$ cat src/rtl/mfb_pkg.sv
// shared types, constants and crc helper for the modbus request frame builder
package mfb_pkg;

  localparam int FrameBytes = 8;
  localparam int IdxW       = $clog2(FrameBytes);
  localparam int CrcLoIdx   = FrameBytes - 2;
  localparam int CrcHiIdx   = FrameBytes - 1;

  localparam logic [15:0] CrcInit       = 16'hFFFF;
  localparam logic [15:0] CrcPoly       = 16'hA001;
  localparam logic [15:0] AddrBroadcast = 16'hFFFF;
  localparam logic [15:0] AddrMin       = 16'h0001;
  localparam logic [15:0] AddrMax       = 16'h00F7;
  localparam logic [7:0]  DefaultAddrReset = 8'h01;

  localparam int QueueDepthDefault = 2;

  // input operation codes
  localparam logic OpSend = 1'b0;
  localparam logic OpEcho = 1'b1;

  // result kinds
  localparam logic KindTx     = 1'b0;
  localparam logic KindStatus = 1'b1;

  // one classified item between front and back
  typedef struct packed {
    logic        op;
    logic [7:0]  dest_addr;
    logic [7:0]  function_code;
    logic [15:0] register_address;
    logic [15:0] register_value;
    logic        expect_echo;
    logic [7:0]  echo_byte;
  } entry_t;

  // back end status seen by the top level
  typedef struct packed {
    logic busy;
    logic armed;
  } back_status_t;

  // crc-16/modbus update by one byte, lsb first
  function automatic logic [15:0] crc16_byte(input logic [15:0] crc_in,
                                             input logic [7:0]  data);
    logic [15:0] crc;
    crc = crc_in ^ {8'h00, data};
    for (int b = 0; b < 8; b++) begin
      if (crc[0]) begin
        crc = (crc >> 1) ^ CrcPoly;
      end else begin
        crc = crc >> 1;
      end
    end
    return crc;
  endfunction

endpackage

$ cat src/rtl/modbus_request_frame_builder_core.sv
// top level of the modbus rtu request frame builder with echo check
//
// usage:
// - cfg channel (cfg_valid_i/cfg_ready_o/cfg_data_i) writes the default slave
//   address; ready is always high, write only while the block is idle
// - input channel (in_valid_i/in_ready_o) takes send items (op 0) and echo
//   byte items (op 1); each transfer is pushed into a short queue
// - output channel (out_valid_o/out_ready_i) delivers transmit bytes and
//   echo check status results from an output register
// path: an accepted item is first written into the queue, then the back end loads
//   its result into the output register
// throughput: a send emits one frame byte per cycle while the receiver is ready, set by the
//   single output register and the byte-wide crc update in the back end;
//   an echo byte is taken from the queue with a single pop
// the crc-16/modbus is computed one byte per cycle while the output register is free, as the frame goes out, so
//   the crc bytes follow the six header bytes without a gap
// reset: queue empty, echo check disarmed, kept frame zero, default address 1
// when the receiver stalls the output register holds its result, the back end
//   waits, and the queue keeps accepting until it is full
module modbus_request_frame_builder_core #(
  parameter int QueueDepth = mfb_pkg::QueueDepthDefault
) (
  input  logic        clk_i,
  input  logic        rst_ni,
  // configuration write
  input  logic        cfg_valid_i,
  output logic        cfg_ready_o,
  input  logic [7:0]  cfg_data_i,
  // input items
  input  logic        in_valid_i,
  output logic        in_ready_o,
  input  logic        op_i,
  input  logic [15:0] slave_address_i,
  input  logic [7:0]  function_code_i,
  input  logic [15:0] register_address_i,
  input  logic [15:0] register_value_i,
  input  logic        expect_echo_i,
  input  logic [7:0]  echo_byte_i,
  // results
  output logic        out_valid_o,
  input  logic        out_ready_i,
  output logic        kind_o,
  output logic [7:0]  tx_byte_o,
  output logic        last_o,
  output logic        echo_done_o,
  output logic        echo_match_o
);

  // front to queue
  logic                  push;
  mfb_pkg::entry_t       push_entry;
  logic                  q_full;

  // queue to back
  mfb_pkg::entry_t       head;
  logic                  q_empty;
  logic                  pop;

  mfb_pkg::back_status_t back_status;

  mfb_front u_front (
    .clk_i              (clk_i),
    .rst_ni             (rst_ni),
    .cfg_valid_i        (cfg_valid_i),
    .cfg_ready_o        (cfg_ready_o),
    .cfg_data_i         (cfg_data_i),
    .in_valid_i         (in_valid_i),
    .in_ready_o         (in_ready_o),
    .op_i               (op_i),
    .slave_address_i    (slave_address_i),
    .function_code_i    (function_code_i),
    .register_address_i (register_address_i),
    .register_value_i   (register_value_i),
    .expect_echo_i      (expect_echo_i),
    .echo_byte_i        (echo_byte_i),
    .q_full_i           (q_full),
    .push_o             (push),
    .push_entry_o       (push_entry)
  );

  mfb_queue #(
    .Depth (QueueDepth)
  ) u_queue (
    .clk_i        (clk_i),
    .rst_ni       (rst_ni),
    .push_i       (push),
    .push_entry_i (push_entry),
    .pop_i        (pop),
    .head_o       (head),
    .empty_o      (q_empty),
    .full_o       (q_full)
  );

  // back end stalls on the output register, independent of the front
  mfb_back u_back (
    .clk_i        (clk_i),
    .rst_ni       (rst_ni),
    .head_i       (head),
    .q_empty_i    (q_empty),
    .pop_o        (pop),
    .status_o     (back_status),
    .out_valid_o  (out_valid_o),
    .out_ready_i  (out_ready_i),
    .kind_o       (kind_o),
    .tx_byte_o    (tx_byte_o),
    .last_o       (last_o),
    .echo_done_o  (echo_done_o),
    .echo_match_o (echo_match_o)
  );

`ifndef SYNTHESIS
  // while a frame is being sent the output register always holds a byte
  a_busy_has_output: assert property (@(posedge clk_i) disable iff (!rst_ni)
    back_status.busy |-> out_valid_o)
    else $error("frame in progress without a pending output byte");

  // the queue is never popped while a frame is still going out
  a_no_pop_while_busy: assert property (@(posedge clk_i) disable iff (!rst_ni)
    back_status.busy |-> !pop)
    else $error("queue popped during frame emission");

  // last byte is a transmit result and ends the frame
  a_last_ends_frame: assert property (@(posedge clk_i) disable iff (!rst_ni)
    out_valid_o && out_ready_i && last_o |->
      (kind_o == mfb_pkg::KindTx) && !back_status.busy)
    else $error("last flag on a non-final or status result");

  // status results carry done, transmit results do not
  a_status_done: assert property (@(posedge clk_i) disable iff (!rst_ni)
    out_valid_o |-> ((kind_o == mfb_pkg::KindStatus) == echo_done_o))
    else $error("echo_done does not match result kind");
`endif

endmodule

$ cat src/rtl/mfb_front.sv
// front end: accepts items, substitutes the slave address, holds the config register
module mfb_front (
  input  logic                 clk_i,
  input  logic                 rst_ni,
  input  logic                 cfg_valid_i,
  output logic                 cfg_ready_o,
  input  logic [7:0]           cfg_data_i,
  input  logic                 in_valid_i,
  output logic                 in_ready_o,
  input  logic                 op_i,
  input  logic [15:0]          slave_address_i,
  input  logic [7:0]           function_code_i,
  input  logic [15:0]          register_address_i,
  input  logic [15:0]          register_value_i,
  input  logic                 expect_echo_i,
  input  logic [7:0]           echo_byte_i,
  input  logic                 q_full_i,
  output logic                 push_o,
  output mfb_pkg::entry_t      push_entry_o
);

  logic [7:0] default_addr_q, default_addr_d;
  logic       addr_bad;

  assign cfg_ready_o = 1'b1;

  always_comb begin
    default_addr_d = default_addr_q;
    if (cfg_valid_i) begin
      default_addr_d = cfg_data_i;
    end
  end

  always_ff @(posedge clk_i or negedge rst_ni) begin
    if (!rst_ni) begin
      default_addr_q <= mfb_pkg::DefaultAddrReset;
    end else begin
      default_addr_q <= default_addr_d;
    end
  end

  assign addr_bad = (slave_address_i == mfb_pkg::AddrBroadcast) ||
                    (slave_address_i < mfb_pkg::AddrMin) ||
                    (slave_address_i > mfb_pkg::AddrMax);

  assign in_ready_o = !q_full_i;
  assign push_o     = in_valid_i && !q_full_i;

  always_comb begin
    push_entry_o.op               = op_i;
    push_entry_o.dest_addr        = addr_bad ? default_addr_q : slave_address_i[7:0];
    push_entry_o.function_code    = function_code_i;
    push_entry_o.register_address = register_address_i;
    push_entry_o.register_value   = register_value_i;
    push_entry_o.expect_echo      = expect_echo_i;
    push_entry_o.echo_byte        = echo_byte_i;
  end

endmodule

$ cat src/rtl/mfb_queue.sv
// small in-order queue of classified items between front and back
module mfb_queue #(
  parameter int Depth = mfb_pkg::QueueDepthDefault
) (
  input  logic            clk_i,
  input  logic            rst_ni,
  input  logic            push_i,
  input  mfb_pkg::entry_t push_entry_i,
  input  logic            pop_i,
  output mfb_pkg::entry_t head_o,
  output logic            empty_o,
  output logic            full_o
);

  localparam int PtrW = (Depth > 1) ? $clog2(Depth) : 1;
  localparam int CntW = $clog2(Depth + 1);

  mfb_pkg::entry_t slots_q [Depth];
  logic [PtrW-1:0] wr_ptr_q, wr_ptr_d, rd_ptr_q, rd_ptr_d;
  logic [CntW-1:0] count_q, count_d;

  assign empty_o = (count_q == '0);
  assign full_o  = (count_q == CntW'(Depth));
  assign head_o  = slots_q[rd_ptr_q];

  always_comb begin
    wr_ptr_d = wr_ptr_q;
    rd_ptr_d = rd_ptr_q;
    count_d  = count_q;
    if (push_i) begin
      wr_ptr_d = (wr_ptr_q == PtrW'(Depth - 1)) ? '0 : wr_ptr_q + 1'b1;
    end
    if (pop_i) begin
      rd_ptr_d = (rd_ptr_q == PtrW'(Depth - 1)) ? '0 : rd_ptr_q + 1'b1;
    end
    if (push_i && !pop_i) begin
      count_d = count_q + 1'b1;
    end else if (pop_i && !push_i) begin
      count_d = count_q - 1'b1;
    end
  end

  always_ff @(posedge clk_i or negedge rst_ni) begin
    if (!rst_ni) begin
      wr_ptr_q <= '0;
      rd_ptr_q <= '0;
      count_q  <= '0;
    end else begin
      wr_ptr_q <= wr_ptr_d;
      rd_ptr_q <= rd_ptr_d;
      count_q  <= count_d;
    end
  end

  always_ff @(posedge clk_i) begin
    if (push_i) begin
      slots_q[wr_ptr_q] <= push_entry_i;
    end
  end

endmodule

$ cat src/rtl/mfb_back.sv
// back end: emits frame bytes with running crc, checks echo bytes, drives the output register
module mfb_back (
  input  logic                  clk_i,
  input  logic                  rst_ni,
  input  mfb_pkg::entry_t       head_i,
  input  logic                  q_empty_i,
  output logic                  pop_o,
  output mfb_pkg::back_status_t status_o,
  output logic                  out_valid_o,
  input  logic                  out_ready_i,
  output logic                  kind_o,
  output logic [7:0]            tx_byte_o,
  output logic                  last_o,
  output logic                  echo_done_o,
  output logic                  echo_match_o
);

  localparam int IdxW = mfb_pkg::IdxW;

  logic [7:0]      frame_q [mfb_pkg::FrameBytes];
  logic [7:0]      frame_d [mfb_pkg::FrameBytes];
  logic [15:0]     crc_q, crc_d;
  logic [IdxW-1:0] idx_q, idx_d;
  logic [IdxW-1:0] pos_q, pos_d;
  logic            busy_q, busy_d;
  logic            armed_q, armed_d;

  logic            out_valid_q, out_valid_d;
  logic            kind_q, kind_d;
  logic [7:0]      tx_q, tx_d;
  logic            last_q, last_d;
  logic            done_q, done_d;
  logic            match_q, match_d;

  logic            out_free;
  logic [7:0]      emit_byte;

  assign out_free = !out_valid_q || out_ready_i;

  always_comb begin
    unique case (idx_q)
      IdxW'(mfb_pkg::CrcLoIdx): emit_byte = crc_q[7:0];
      IdxW'(mfb_pkg::CrcHiIdx): emit_byte = crc_q[15:8];
      default:                  emit_byte = frame_q[idx_q];
    endcase
  end

  always_comb begin
    frame_d     = frame_q;
    crc_d       = crc_q;
    idx_d       = idx_q;
    pos_d       = pos_q;
    busy_d      = busy_q;
    armed_d     = armed_q;
    out_valid_d = out_valid_q;
    kind_d      = kind_q;
    tx_d        = tx_q;
    last_d      = last_q;
    done_d      = done_q;
    match_d     = match_q;
    pop_o       = 1'b0;

    if (out_free) begin
      out_valid_d = 1'b0;
    end

    if (busy_q && out_free) begin
      // one frame byte per cycle while the output register is free, crc bytes captured into the kept frame
      frame_d[idx_q] = emit_byte;
      if (idx_q < IdxW'(mfb_pkg::CrcLoIdx)) begin
        crc_d = mfb_pkg::crc16_byte(crc_q, emit_byte);
      end
      out_valid_d = 1'b1;
      kind_d      = mfb_pkg::KindTx;
      tx_d        = emit_byte;
      last_d      = (idx_q == IdxW'(mfb_pkg::CrcHiIdx));
      done_d      = 1'b0;
      match_d     = 1'b0;
      idx_d       = idx_q + 1'b1;
      if (idx_q == IdxW'(mfb_pkg::CrcHiIdx)) begin
        busy_d = 1'b0;
      end
    end else if (!busy_q && !q_empty_i && out_free) begin
      pop_o = 1'b1;
      if (head_i.op == mfb_pkg::OpSend) begin
        frame_d[0]  = head_i.dest_addr;
        frame_d[1]  = head_i.function_code;
        frame_d[2]  = head_i.register_address[15:8];
        frame_d[3]  = head_i.register_address[7:0];
        frame_d[4]  = head_i.register_value[15:8];
        frame_d[5]  = head_i.register_value[7:0];
        crc_d       = mfb_pkg::crc16_byte(mfb_pkg::CrcInit, head_i.dest_addr);
        out_valid_d = 1'b1;
        kind_d      = mfb_pkg::KindTx;
        tx_d        = head_i.dest_addr;
        last_d      = 1'b0;
        done_d      = 1'b0;
        match_d     = 1'b0;
        idx_d       = IdxW'(1);
        busy_d      = 1'b1;
        armed_d     = head_i.expect_echo;
        pos_d       = '0;
      end else if (armed_q) begin
        if (head_i.echo_byte != frame_q[pos_q]) begin
          armed_d     = 1'b0;
          pos_d       = '0;
          out_valid_d = 1'b1;
          kind_d      = mfb_pkg::KindStatus;
          tx_d        = '0;
          last_d      = 1'b0;
          done_d      = 1'b1;
          match_d     = 1'b0;
        end else if (pos_q == IdxW'(mfb_pkg::CrcHiIdx)) begin
          armed_d     = 1'b0;
          pos_d       = '0;
          out_valid_d = 1'b1;
          kind_d      = mfb_pkg::KindStatus;
          tx_d        = '0;
          last_d      = 1'b0;
          done_d      = 1'b1;
          match_d     = 1'b1;
        end else begin
          pos_d = pos_q + 1'b1;
        end
      end
    end
  end

  always_ff @(posedge clk_i or negedge rst_ni) begin
    if (!rst_ni) begin
      busy_q      <= 1'b0;
      armed_q     <= 1'b0;
      pos_q       <= '0;
      idx_q       <= '0;
      out_valid_q <= 1'b0;
      for (int i = 0; i < mfb_pkg::FrameBytes; i++) begin
        frame_q[i] <= '0;
      end
    end else begin
      busy_q      <= busy_d;
      armed_q     <= armed_d;
      pos_q       <= pos_d;
      idx_q       <= idx_d;
      out_valid_q <= out_valid_d;
      frame_q     <= frame_d;
    end
  end

  always_ff @(posedge clk_i) begin
    crc_q   <= crc_d;
    kind_q  <= kind_d;
    tx_q    <= tx_d;
    last_q  <= last_d;
    done_q  <= done_d;
    match_q <= match_d;
  end

  assign status_o.busy  = busy_q;
  assign status_o.armed = armed_q;

  assign out_valid_o  = out_valid_q;
  assign kind_o       = kind_q;
  assign tx_byte_o    = tx_q;
  assign last_o       = last_q;
  assign echo_done_o  = done_q;
  assign echo_match_o = match_q;

endmodule

$ cat config.mk
export PLATFORM = sky130hd
export DESIGN_NAME = modbus_request_frame_builder_core
export DESIGN_NICKNAME = d
export VERILOG_FILES = /design/src/rtl/mfb_pkg.sv /design/src/rtl/modbus_request_frame_builder_core.sv /design/src/rtl/mfb_front.sv /design/src/rtl/mfb_queue.sv /design/src/rtl/mfb_back.sv
export SDC_FILE = /design/constraint.sdc
export NUM_CORES = 1
export LEC_CHECK = 0
export ABC_AREA = 1
export BUFFER_PORTS_ARGS = -buffer_cell sky130_fd_sc_hd__buf_2
export CAP_MARGIN = 10
export CORE_UTILIZATION = 40
export CTS_BUF_LIST = sky130_fd_sc_hd__clkbuf_8
export CTS_CLUSTER_SIZE = 10
export DETAILED_ROUTE_END_ITERATION = 16
export GPL_TIMING_DRIVEN = 0
export PLACE_DENSITY = 0.69
export SLEW_MARGIN = 40
export SYNTH_ARGS = -nofsm -noshare
export SYNTH_HDL_FRONTEND = slang
export SYNTH_SLANG_ARGS = --single-unit
$ cat constraint.sdc
create_clock -name clk_i -period 3.5 [get_ports clk_i]
set_clock_uncertainty 0.05 [all_clocks]
set_input_delay 0.7 -clock clk_i [delete_from_list [all_inputs] [get_ports clk_i]]
set_output_delay 0.7 -clock clk_i [all_outputs]
set_load 0.02 [all_outputs]
Word level (Yosys, flattened, before mapping)
Memory sizes are Yosys's and may differ from the RTL's.
Cells that the tools add are included.

storage, ports and cells
  register bits = 112
  memory bits (writable) = 116
  bits of input ports = 79
  output and inout port bits = 15
  logic and storage cells = 213
  memories = 1

operators by class
  add/sub/neg operators = 6
  magnitude comparators = 6
  equality and inequality tests = 13
  mux-type cells = 118
  bitwise logic cells = 21
  reductions and logical operators = 26

memory list
  name             words  bits a word  rd ports  clocked after memory_dff  wr ports  line             text
  u_queue.slots_q  2      58           1         0                         1         mfb_queue.sv:18  mfb_pkg::entry_t slots_q [Depth];

operators by type and width
  operator                                                        number
  2-to-1 mux 16 bit                                               55
  2-to-1 mux 48 bit                                               3
  2-to-1 mux 8 bit                                                12
  bitwise mux 64 bit                                              1
  binary-select mux 8 bit (select 3 bit)                          2
  NOT 2 -> 3 bit                                                  16
  2-to-1 mux 1 bit                                                34
  demux 8 bit (select 3 bit)                                      1
  2-to-1 mux 3 bit                                                7
  equality test 16 bit, second input constant                     1
  greater-than comparator 16 x 8 -> 1 bit, second input constant  1
  < comparator 16 x 1 -> 1 bit, second input constant             1
  NOT 8 -> 16 bit                                                 1
  case mux 8 bit (2 select lines)                                 1
  bitwise XOR 16 x 8 -> 16 bit                                    1
  AND reduction 3 bit                                             5
  equality test 3 bit, second input constant                      3
  greater-or-equal comparator 4 bit, second input constant        2
  inequality test 2 bit, second input constant                    4
  inequality test 8 bit                                           1
  NOT 3 -> 4 bit                                                  2
  logical AND 1 bit                                               7
  adder 3 x 1 -> 3 bit, second input constant                     2
  zero test 1 bit                                                 6
  other kinds (14)                                                21

Longest topological paths before layout
Gate-level depths: netlist (run 1).
An unclocked memory read counts as a cell.

  depth after elaboration = 42
  mapped depth = 24
  mapped depth without buffers = 22

Cells and area by module
Synthesis (run 1) repeated with hierarchy kept, for this count alone.

unflattened totals
  cell total of the unflattened synthesis = 1200
  area total of the unflattened synthesis = 11681.2 µm²

modules (own cells, without submodules)
  module     times used  cells an instance  area an instance (µm²)
  mfb_back   1           875                6294.8
  mfb_queue  1           206                4438.0
  mfb_front  1           119                948.4

Least setup slack after synthesis (run 1)
OpenSTA, ideal clock, no wires.

  path kind = input-to-reg
  from = input in_valid_i
  to = memory u_queue.slots_q[1][0] in the netlist's numbering (enable)
  arrival = 3.245 ns
  data required time = 2.974 ns
  path slack = -0.270 ns
  cell stages on the path = 2
  buffers on the path = 0
  cells stage by stage = nand2_1 nor2_1

between the ends
  longest elaborated chain between the ends = 3

ends and longest elaborated chain
  element                                 line                                     text
  start: declaration                      modbus_request_frame_builder_core.sv:30  input logic in_valid_i,
  logical AND 1 bit                       mfb_front.sv:47                          assign push_o = in_valid_i && !q_full_i;
  2-to-1 mux 1 bit                        mfb_queue.sv:56                          if (push_i) begin
  2-to-1 mux 1 bit (not written as such)  mfb_queue.sv:57                          slots_q[wr_ptr_q] <= push_entry_i;
  end: declaration                        mfb_queue.sv:18

No other way between the ends.

Worst setup path in the final report (run 1)
  from = register u_back.idx_q[1]
  to = register u_back.crc_q[0] (data pin)

between the ends
  longest elaborated chain between the ends = 31
  elaborated cells on any way between the ends = 39

ends and longest elaborated chain
  element                                                               line             text
  start: declaration                                                    mfb_back.sv:23   logic [IdxW-1:0] idx_q, idx_d;
  start signal: assignment                                              mfb_back.sv:143  idx_q <= idx_d;
  NOT 3 -> 4 bit (not written as such)                                  mfb_back.sv:44   default: emit_byte = frame_q[idx_q];
  binary-select mux 8 bit (select 3 bit)                                mfb_back.sv:44
  2-to-1 mux 8 bit (not written as such) (2 in a row)                   mfb_back.sv:44
  case mux 8 bit (2 select lines) (*)                                   mfb_back.sv:41   unique case (idx_q)
  bitwise XOR 16 x 8 -> 16 bit (*)                                      mfb_pkg.sv:47    crc = crc_in ^ {8'h00, data};
  2-to-1 mux 16 bit (*)                                                 mfb_pkg.sv:49    if (crc[0]) begin
  2-to-1 mux 16 bit (*)                                                 mfb_back.sv:70   if (idx_q < IdxW'(mfb_pkg::CrcLoIdx)) begin
  2-to-1 mux 16 bit (*)                                                 mfb_back.sv:67   if (busy_q && out_free) begin
  (+15 left out)                                                        n/a
  NOT 2 -> 3 bit (no line) / 2-to-1 mux 16 bit (equally long branches)  n/a
  2-to-1 mux 16 bit (*)                                                 mfb_pkg.sv:49
  2-to-1 mux 16 bit (*)                                                 mfb_back.sv:70
  2-to-1 mux 16 bit (*)                                                 mfb_back.sv:67
  2-to-1 mux 16 bit (*)                                                 mfb_pkg.sv:49
  2-to-1 mux 16 bit (*)                                                 mfb_back.sv:70
  2-to-1 mux 16 bit (*)                                                 mfb_back.sv:67
  via u_back.crc_d[0]                                                   mfb_back.sv:22   logic [15:0] crc_q, crc_d;
  end signal: assignment                                                mfb_back.sv:150  crc_q <= crc_d;
  end: declaration                                                      mfb_back.sv:22

Mark *: on every way through the listed nets, which the timed path passes. The rest lies on a longest branch. The select of a mux whose other input is x is not followed.
A chain may end at the register's enable or synchronous reset.

==> metrics.cfg, run 1 <==
[pwr]
power.density_nw_per_um2=1120
ir_worst_vdd_uv=459
p_leak_nw=5.59
total_power_mw=14.9

[detailed_routing]
via_per_inst=5.29
vias=9155
firstDrtPassIters=5
ant_nets=0
wl_um=33400
drc_errors=0
routedWlPerCell_um=19.3
drtIter0Drc=726

[yosys]
async_reset_ff_frac=0.373
synth_cells=1183
synth_area_leaders=edfxtp_1 37%, dfrtp_1 18%, nand2_1 8.0%, nor2_1 3.7%, o211ai_1 3.1%
synth_top_flop_cell=edfxtp_1
synth_top_area_frac=0.371
syn_area_per_cell_um2=9.65
ys_seq_area_frac=0.561
synth_warnings=0
ys_types=51
ys_ff_latch=228
synthesis.nets=1268
yosysTopAreaCell=edfxtp_1
synth_edf_count=141
netlist_area_um2=11400
synth_common_cells=244 x nand2_1, 141 x edfxtp_1, 111 x nor2_1
synth.most_common_cell=nand2_1

[critical_path]
reg2reg_setup_slack_ns=0.23
crit_type=reg2reg
crit_required_ns=3.75
endpoint_kind=register
arrival_ns=3.52
start_kind=register
cp_max_fo=10

[grt]
grt_usage=0.234
overflow=0
grt_max_degree=52
grt_pass1_wl_um=50700
grt_pass1_vias=8848
antenna_found_initial=0

[hold_path]
worstHoldPathType=in2reg

[sta]
rsz0062_at_grt=false
hold-worst-slack_ns=0.286
setup_ws_ns=0.233
period_minus_slack_ns=3.27
period_share=0.933
relSlewSlack=0.444
setup_viol=0
worstMarginPinSlew_ns=0.832
finalSetupTns_ns=0
hold_viol=0
maxSlewViolCount=0
fmax_mhz=306

[floorplan]
core_area_um2=27900
rows=61
die_area_um2=29200
die_w_um=171
start_util=0.409
die_h_um=171
ios=94

[placed_design]
port_buffers=91
place_inst=1659
dp.final_hpwl_um=25100
place_area_um2=12500
pre_cts_ws_ns=-0.0345
gp_congestion=0.969

[clock_tree]
cts_buffers=39
path_clk_slew_ns=0.06
clock_path_buffers=3
htree_levels=2
clockRootBuffer=clkbuf_8
cts_sinks=228
tritoncts=built
post_cts_buffers=0
insertion_delay_ns=0.55

[final_layout]
final-seq-area_um2=6400
final_core_utilization=0.479
antenna_cells=0
areaGrowthSynthToFinish_pct=17.2
num-fill-cells=2646
multi_input_area_um2=4440
postLayoutCellArea_um2=13400
layout.cells.non_filler=1731
drive_gt1_frac=0.245
nets=1407

[outcome]
status=completed

[job]
maxCapViolations=0

## registers in the layout, indices dropped and copies added, names as in the netlist, 2 cells and up
signal,flops
u_back.pos_q,3
u_queue.slots_q,116
u_queue.count_q,2
u_back.tx_byte_o,8
u_back.frame_q,64
u_back.idx_q,3
u_front.default_addr_q,8
u_back.crc_q,16
## power breakdown
| group | internal [mW] | total, mW | switching, mW |
|---|---|---|---|
| Sequential | 4.00 | 4.66 | 0.661 |
| Clock | 1.44 | 2.57 | 1.13 |
| Combinational | 2.44 | 7.72 | 5.28 |
| Total | 7.87 | 14.9 | 7.07 |
## cell type report
type	count	area share
well taps	378	0.0353
clock inverters	26	0.0157
clock buffers	46	0.0473
flip-flops and latches	228	0.479
repair buffers	99	0.0468
multi-input cells	813	0.332
plain buffers	52	0.0190
inverters	89	0.0256
## path summary, 6_finish.rpt
path	startpoint	endpoint	cells past startpoint
worst max-delay path	u_back.idx_q[1]$_DFFE_PN0P_	u_back.crc_q[0]$_DFFE_PP_	20
worst min-delay path	register_address_i[2]	u_queue.slots_q[1][27]$_DFFE_PP_	1
worst max register to register	u_back.idx_q[1]$_DFFE_PN0P_	u_back.crc_q[0]$_DFFE_PP_	20
worst min register to register	u_back.armed_q$_DFFE_PN0P_	u_back.armed_q$_DFFE_PN0P_	2
max in group asynchronous	rst_ni	u_back.frame_q[31]$_DFFE_PN0P_	3
min in group asynchronous	rst_ni	u_front.default_addr_q[2]$_DFFE_PN0P_	2
## cells in the final DEF, fill, tap and decap left out, types with 10 or more instances in the layout
cell / count
a21oi_1: 17
a31oi_1: 49
buf_2: 110
clkbuf_1: 21
clkbuf_8: 46
dfrtp_1: 83
edfxtp_1: 141
inv_1: 87
nand2_1: 244
nand2_2: 35
nand2_4: 10
nand3_1: 58
nand3_2: 14
nor2_1: 108
o211ai_1: 47
o21ai_0: 69
o22ai_1: 17
or2_2: 44
## per-layer routing
layer,share of wire,vias to the layer above,global-route usage
met1,0.43,4391,0.304
li1,-,4373,-
met3,0.056,71,0.0421
met4,0.041,0,0.106
met5,0,-,0
met2,0.48,320,0.381
## kinds of logic (layout without fill, tap and decap cells)
| logic type | Yosys count | in the layout | share of synthesized area |
|---|---|---|---|
| buf+inv | 142 | 312 | 0.0526 |
| compound gates | 218 | 218 | 0.119 |
| flops | 228 | 228 | 0.561 |
| other cells | 1 | 1 | 0.000329 |
| xor+xnor | 16 | 16 | 0.0123 |
| simple gates | 555 | 555 | 0.232 |
| mux | 17 | 17 | 0.0158 |
| fa+ha+maj | 6 | 6 | 0.00658 |
## worst max-delay path, cell delays in order, from the launching register on
cell      delay [ns]
dfrtp_2         0.50
ha_1            0.24
ha_1            0.28
inv_2           0.20
nand2_4         0.16
clkinv_2        0.20
nand2_1         0.09
nor2_2          0.12
nand3_2         0.19
nand2_4         0.19
nand2_1         0.07
nand2_1         0.10
nand3_2         0.09
nand2_2         0.09
inv_2           0.05
nand2_4         0.07
nand2_2         0.07
nand2_2         0.08
nand3_2         0.06
nand3_2         0.07
nand2_1         0.04
## what timing repair did
| action | 4_1_cts | 5_1_grt |
|---|---|---|
| endpoints found under the setup margin | 1 | 3 |
| gates resized for setup | 1 | 3 |
| hold buffers | 1 | 0 |
| cloned | 0 | 0 |
| hold endpoints to repair | 3 | 0 |
No activity file was read; power rests on OpenSTA's default activity.
==> inputs of run 2 (changes only) <==
Settings changed: PLACE_DENSITY 0.69 to unset.
==> run 2 against run 1 <==
Non-clock buffer count stayed put. Clock power is 3% lower. Final area is 0.32% lower. Sequential share of layout area is 0.14 points higher. Largest power group unchanged. Power is 0.60% lower.
==> metrics.cfg, run 2 (same netlist as run 1, synthesis figures left out) <==
[outcome]
status=completed  ; unchanged

[grt]
grt_pass1_vias=8558  ; was 8848
grt_max_degree=45  ; was 52
antenna_found_initial=0  ; unchanged
grt_pass1_wl_um=50300  ; was 50700 µm
overflow=0  ; unchanged
grt_usage=0.233  ; was 0.234

[detailed_routing]
firstDrtPassIters=5  ; unchanged
drc_errors=0  ; unchanged
drtIter0Drc=802  ; was 726
ant_nets=0  ; unchanged
wl_um=33200  ; was 33400 µm
via_per_inst=5.21  ; was 5.29
vias=9047  ; was 9155
routedWlPerCell_um=19.1  ; was 19.3 µm

[clock_tree]
clock_path_buffers=3  ; unchanged
htree_levels=2  ; unchanged
cts_buffers=41  ; was 39
tritoncts=built  ; unchanged
path_clk_slew_ns=0.06  ; about the same
clockRootBuffer=clkbuf_8  ; unchanged
cts_sinks=228  ; unchanged
post_cts_buffers=0  ; unchanged
insertion_delay_ns=0.55  ; about the same

[final_layout]
final_core_utilization=0.477  ; was 0.479
drive_gt1_frac=0.245  ; about the same
nets=1409  ; was 1407
areaGrowthSynthToFinish_pct=16.9  ; was 17.2%
largest_reg_flops=116  ; unchanged
largest_register=u_queue.slots_q  ; unchanged
antenna_cells=0  ; unchanged
layout.cells.non_filler=1735  ; was 1731
final_cell_mix=244 x nand2_1, 141 x edfxtp_1, 111 x buf_2  ; was 244 x nand2_1, 141 x edfxtp_1, 110 x buf_2
final_common_cell=nand2_1  ; unchanged
largest_registers=u_queue.slots_q (116), u_back.frame_q (64), u_back.crc_q (16)  ; unchanged

[pwr]
ir_worst_vdd_uv=425  ; was 459 µV
switching_power_mw=7.06  ; was 7.07 mW
p_sw_frac=0.475  ; was 0.473
total_power_mw=14.9  ; about the same
internal-power_mw=7.80  ; was 7.87 mW
p_comb_frac=0.521  ; was 0.517
p_clk_frac=0.167  ; was 0.172
p_leak_nw=5.60  ; was 5.59 nW
seq_power_share=0.312  ; about the same
power.density_nw_per_um2=1110  ; was 1120 nW/µm²

[critical_path]
worst_path_most_repeated_cell=nand2_2
crit_type=reg2reg  ; unchanged
path_cells=ha_1 -> ha_1 -> inv_2 -> nand2_4 -> inv_2 -> nand2_1 -> nor2_1 -> nand2_2 -> nand2_4 -> nand2_2 -> nand2_2 -> nand2_2 -> nand3_2 -> nand2_2 -> inv_2 -> nand2_4 -> nand3_1 -> nand3_2 -> nand3_2 -> nand2_1  ; was ha_1 -> ha_1 -> inv_2 -> nand2_4 -> clkinv_2 -> nand2_1 -> nor2_2 -> nand3_2 -> nand2_4 -> nand2_1 -> nand2_1 -> nand3_2 -> nand2_2 -> inv_2 -> nand2_4 -> nand2_2 -> nand2_2 -> nand3_2 -> nand3_2 -> nand2_1
crit_path_max_incr_delay_ns=0.55  ; was 0.50 ns
slowest_stage=dfrtp_1  ; was dfrtp_2
start_kind=register  ; unchanged
crit_required_ns=3.74  ; was 3.75 ns
cp_max_fo=10  ; unchanged
arrival_ns=3.58  ; was 3.52 ns
endpoint_kind=register  ; unchanged

[placed_design]
dp.final_hpwl_um=24800  ; was 25100 µm
place_inst=1659  ; unchanged
port_buffers=91  ; unchanged
gp_congestion=0.971  ; was 0.969

[job]
maxCapViolations=0  ; unchanged

[sta]
worstMarginPinSlew_ns=0.805  ; was 0.832 ns
period_share=0.953  ; was 0.933
period_minus_slack_ns=3.34  ; was 3.27 ns
maxSlewViolCount=0  ; unchanged
rsz0062_at_grt=false  ; unchanged
setup_viol=0  ; unchanged
relSlewSlack=0.461  ; was 0.444
fmax_mhz=300  ; was 306 MHz
hold-worst-slack_ns=0.0279  ; was 0.286 ns
hold_viol=0  ; unchanged

[floorplan]
core_area_um2=27900  ; unchanged
die_w_um=171  ; unchanged
rows=61  ; unchanged
ios=94  ; unchanged
die_h_um=171  ; unchanged
die_area_um2=29200  ; unchanged
start_util=0.409  ; unchanged

[hold_path]
worstHoldPathType=in2async  ; was in2reg

==> run 2: final timing paths <==
path | startpoint | to | slack (ns) | cells after the start
hold reg to reg | u_back.armed_q$_DFFE_PN0P_ | u_back.armed_q$_DFFE_PN0P_ | 0.42 | 2
setup / recovery | u_back.idx_q[1]$_DFFE_PN0P_ | u_back.crc_q[0]$_DFFE_PP_ | 0.16 | 20
max in group asynchronous | rst_ni | u_back.frame_q[24]$_DFFE_PN0P_ | 2.78 | 2
setup reg to reg | u_back.idx_q[1]$_DFFE_PN0P_ | u_back.crc_q[0]$_DFFE_PP_ | 0.16 | 20
hold / removal | rst_ni | u_front.default_addr_q[1]$_DFFE_PN0P_ | 0.03 | 1
min in group clk_i | register_value_i[15] | u_queue.slots_q[0][24]$_DFFE_PP_ | 0.29 | 1
==> run 2: per-layer routing <==
metal	global-route usage	vias up	wire [µm]
li1	-	4368	-
met1	0.317	4274	14500
met2	0.373	341	15500
met3	0.0375	64	2190
met4	0.0877	0	994
met5	0	-	0
==> run 2: power groups by stage <==
stage / clock network, mW / logic [mW] / registers [mW]
after floorplan: 0 / 5.28 / 4.50
after global routing: 2.66 / 8.50 / 4.72
after detailed placement: 0 / 7.65 / 4.65
final: 2.49 / 7.73 / 4.63
after global placement: 0 / 7.41 / 4.67
after CTS: 2.54 / 7.67 / 4.62
==> run 2: final cells by class <==
type | count | area [µm²]
Sequential cell | 228 | 6400
Multi-Input combinational cell | 813 | 4430
Clock buffer | 46 | 633
Clock inverter | 30 | 188
Timing Repair Buffer | 98 | 609
Buffer | 53 | 259
Fill cell | 2722 | 14600
Inverter | 89 | 342
Tap cell | 378 | 473
==> run 2: timing repair <==
item | 4_1_cts | 5_1_grt
resized for setup | 0 | 1
setup endpoints to repair | 0 | 3
hold buffers | 0 | 0
==> run 2: critical path: cells and delay by family, from the launching register on <==
kind	cells	cell delay (ns)
adders and majority gates	2	0.56
buffers and inverters	3	0.47
and+or+nand+nor	15	1.42
DFF	1	0.55
==> run 2: metrics by stage <==
step / setup TNS, ns / area (µm²) / setup slack [ns]
global route: 0 / 13300 / 0.0289
detailed placement: 0 / 12500 / 0.0210
global placement: -30.81 / 12300 / -0.274
CTS: 0 / 13300 / 0.0807
finish: 0 / 13300 / 0.163
floorplan: 0 / 11400 / 0.696
==> inputs of run 3 (changes only) <==
Settings changed: PLACE_DENSITY set to 0.6.
Clock period 3.5 ns to 3.04 ns, I/O delays scaled along.
==> run 3 against run 2 <==
Clock power is 15% higher. Highest routed layer unchanged. Wire length grew 0.48%. First-iteration DRC count down 0.25%. Sequential power is 15% higher. Core utilization increased by 0.40 points. Power grew 17%. Register-to-register slack got worse by 0.14 ns. Maximum frequency rose by 11%. Critical path type unchanged. Hold slack better by 0.17 ns.
==> metrics.cfg, run 3 (same netlist as run 1, synthesis figures left out) <==
[floorplan]
core_area_um2=27900  ; unchanged
rows=61  ; unchanged
ios=94  ; unchanged
start_util=0.409  ; unchanged
die_w_um=171  ; unchanged
die_area_um2=29200  ; unchanged
die_h_um=171  ; unchanged

[final_layout]
largest_registers=u_queue.slots_q (116), u_back.frame_q (64), u_back.crc_q (16)  ; unchanged
postLayoutCellArea_um2=13400  ; was 13300 µm²
drive_gt1_frac=0.254  ; was 0.245
final_cell_mix=244 x nand2_1, 141 x edfxtp_1, 110 x buf_2  ; was 244 x nand2_1, 141 x edfxtp_1, 111 x buf_2
final-seq-area_um2=6400  ; about the same
final_common_cell=nand2_1  ; unchanged
largest_reg_flops=116  ; unchanged
layout.cells.non_filler=1744  ; was 1735
multi_input_area_um2=4460  ; was 4430 µm²
largest_register=u_queue.slots_q  ; unchanged
antenna_cells=0  ; unchanged
nets=1418  ; was 1409
areaGrowthSynthToFinish_pct=17.8  ; was 16.9%
num-fill-cells=2712  ; was 2722

[critical_path]
reg2reg_setup_slack_ns=0.03  ; was 0.16 ns
cp-startpoint=u_back.pos_q[1]$_DFFE_PN0P_  ; was u_back.idx_q[1]$_DFFE_PN0P_
reg2reg_to=u_back.last_o$_SDFFCE_PN0P_  ; was u_back.crc_q[0]$_DFFE_PP_
reg2regPathDepth=11  ; was 20
crit_type=reg2reg  ; unchanged
start_kind=register  ; unchanged
endpoint_kind=register  ; unchanged
crit_required_ns=3.20  ; was 3.74 ns
cp_max_fo=10  ; unchanged
arrival_ns=3.17  ; was 3.58 ns
r2r-start=u_back.pos_q[1]$_DFFE_PN0P_  ; was u_back.idx_q[1]$_DFFE_PN0P_

[sta]
hold_viol=0  ; unchanged
period_share=0.991  ; was 0.953
period_minus_slack_ns=3.01  ; was 3.34 ns
setup_ws_ns=0.0260  ; was 0.163 ns
setup_viol=0  ; unchanged
fmax_mhz=332  ; was 300 MHz
relSlewSlack=0.464  ; was 0.461
finalSetupTns_ns=0  ; unchanged
worstMarginPinSlew_ns=0.801  ; was 0.805 ns
maxSlewViolCount=0  ; unchanged
rsz0062_at_grt=false  ; unchanged

[outcome]
status=completed  ; unchanged

[placed_design]
place_inst=1659  ; unchanged
port_buffers=91  ; unchanged
gp_congestion=0.971  ; unchanged
place_area_um2=12500  ; unchanged
pre_cts_ws_ns=-0.375  ; was 0.0210 ns
dp.final_hpwl_um=24800  ; unchanged

[hold_path]
min-delay-start=register_value_i[15]
holdPathEnd=u_queue.slots_q[0][24]$_DFFE_PP_
worstHoldPathCells=1
worstHoldPathType=in2reg  ; was in2async

[detailed_routing]
via_per_inst=5.21  ; about the same
wl_um=33300  ; was 33200 µm
drtIter0Drc=800  ; was 802
ant_nets=0  ; unchanged
drc_errors=0  ; unchanged
firstDrtPassIters=5  ; unchanged
vias=9078  ; was 9047
routedWlPerCell_um=19.1  ; about the same

[clock_tree]
clock_path_buffers=3  ; unchanged
insertion_delay_ns=0.55  ; about the same
path_clk_slew_ns=0.06  ; about the same
tritoncts=built  ; unchanged
clockRootBuffer=clkbuf_8  ; unchanged
cts_sinks=228  ; unchanged
cts_buffers=41  ; unchanged
htree_levels=2  ; unchanged

[pwr]
power.density_nw_per_um2=1290  ; was 1110 nW/µm²
ir_worst_vdd_uv=489  ; was 425 µV
total_power_mw=17.3  ; was 14.9 mW
p_leak_nw=5.65  ; was 5.60 nW

[grt]
antenna_found_initial=0  ; unchanged
grt_max_degree=45  ; unchanged
grt_pass1_vias=8563  ; was 8558
overflow=0  ; unchanged
grt_pass1_wl_um=50300  ; about the same
grt_usage=0.233  ; about the same

[job]
maxCapViolations=0  ; unchanged

-- run 3: critical path, cell delays in order, from the launching register on --
cell,delay (ns)
dfrtp_1,0.38
buf_2,0.20
inv_1,0.20
buf_2,0.33
o21ai_0,0.15
o22ai_1,0.29
o21ai_0,0.18
xor2_1,0.27
nor3_1,0.10
nand3b_1,0.15
a31oi_1,0.11
inv_2,0.27
-- run 3: metrics by stage --
stage / util / hold WS [ns]
floorplan: - / 0.262
global placement: 0.442 / 0.409
detailed placement: 0.448 / 0.409
CTS: 0.480 / 0.166
global route: 0.481 / 0.166
finish: 0.481 / 0.194
-- run 3: where the power goes --
group / leakage, nW / switching [mW] / internal (mW)
Combinational: 2.85 / 6.18 / 2.95
Clock: 0.474 / 1.29 / 1.57
Sequential: 2.32 / 0.732 / 4.60
Total: 5.65 / 8.20 / 9.13
-- run 3: worst max-delay path by stage --
stage	cells after the start	slack, ns	endpoint
detailed placement	20	-0.37	u_back.crc_q[0]$_DFFE_PP_
global route	11	0.003	u_back.last_o$_SDFFCE_PN0P_
finish	11	0.03	u_back.last_o$_SDFFCE_PN0P_
CTS	8	0.003	u_back.tx_byte_o[1]$_DFFE_PP_
global placement	6	-0.64	u_back.crc_q[13]$_DFFE_PP_
floorplan	4	0.29	u_queue.slots_q[1][0]$_DFFE_PP_
-- run 3: area by class of cell --
cell class                      instances  area share
Buffer                                 52      0.0194
Clock buffer                           46      0.0471
Clock inverter                         30      0.0140
Inverter                               89      0.0260
Multi-Input combinational cell        813       0.331
Sequential cell                       228       0.476
Tap cell                              378      0.0352
Timing Repair Buffer                  108      0.0511
-- run 3: what timing repair did --
action	CTS	global route
hold buffers	1	0
pin swaps	1	2
gates cloned	0	0
buffers inserted	4	5
hold endpoints to repair	42	0
gates resized for setup	10	6
setup endpoints to repair	35	34
-- run 3: routing by layer --
layer  part of all wire  routed length, µm  vias to the layer above  GRT usage
met4              0.030               1000                        0     0.0854
met5                  0                  0                        -          0
met2               0.47              15600                      307      0.375
met3              0.059               1970                       64     0.0372
li1                   -                  -                     4389          -
met1               0.44              14700                     4318      0.318
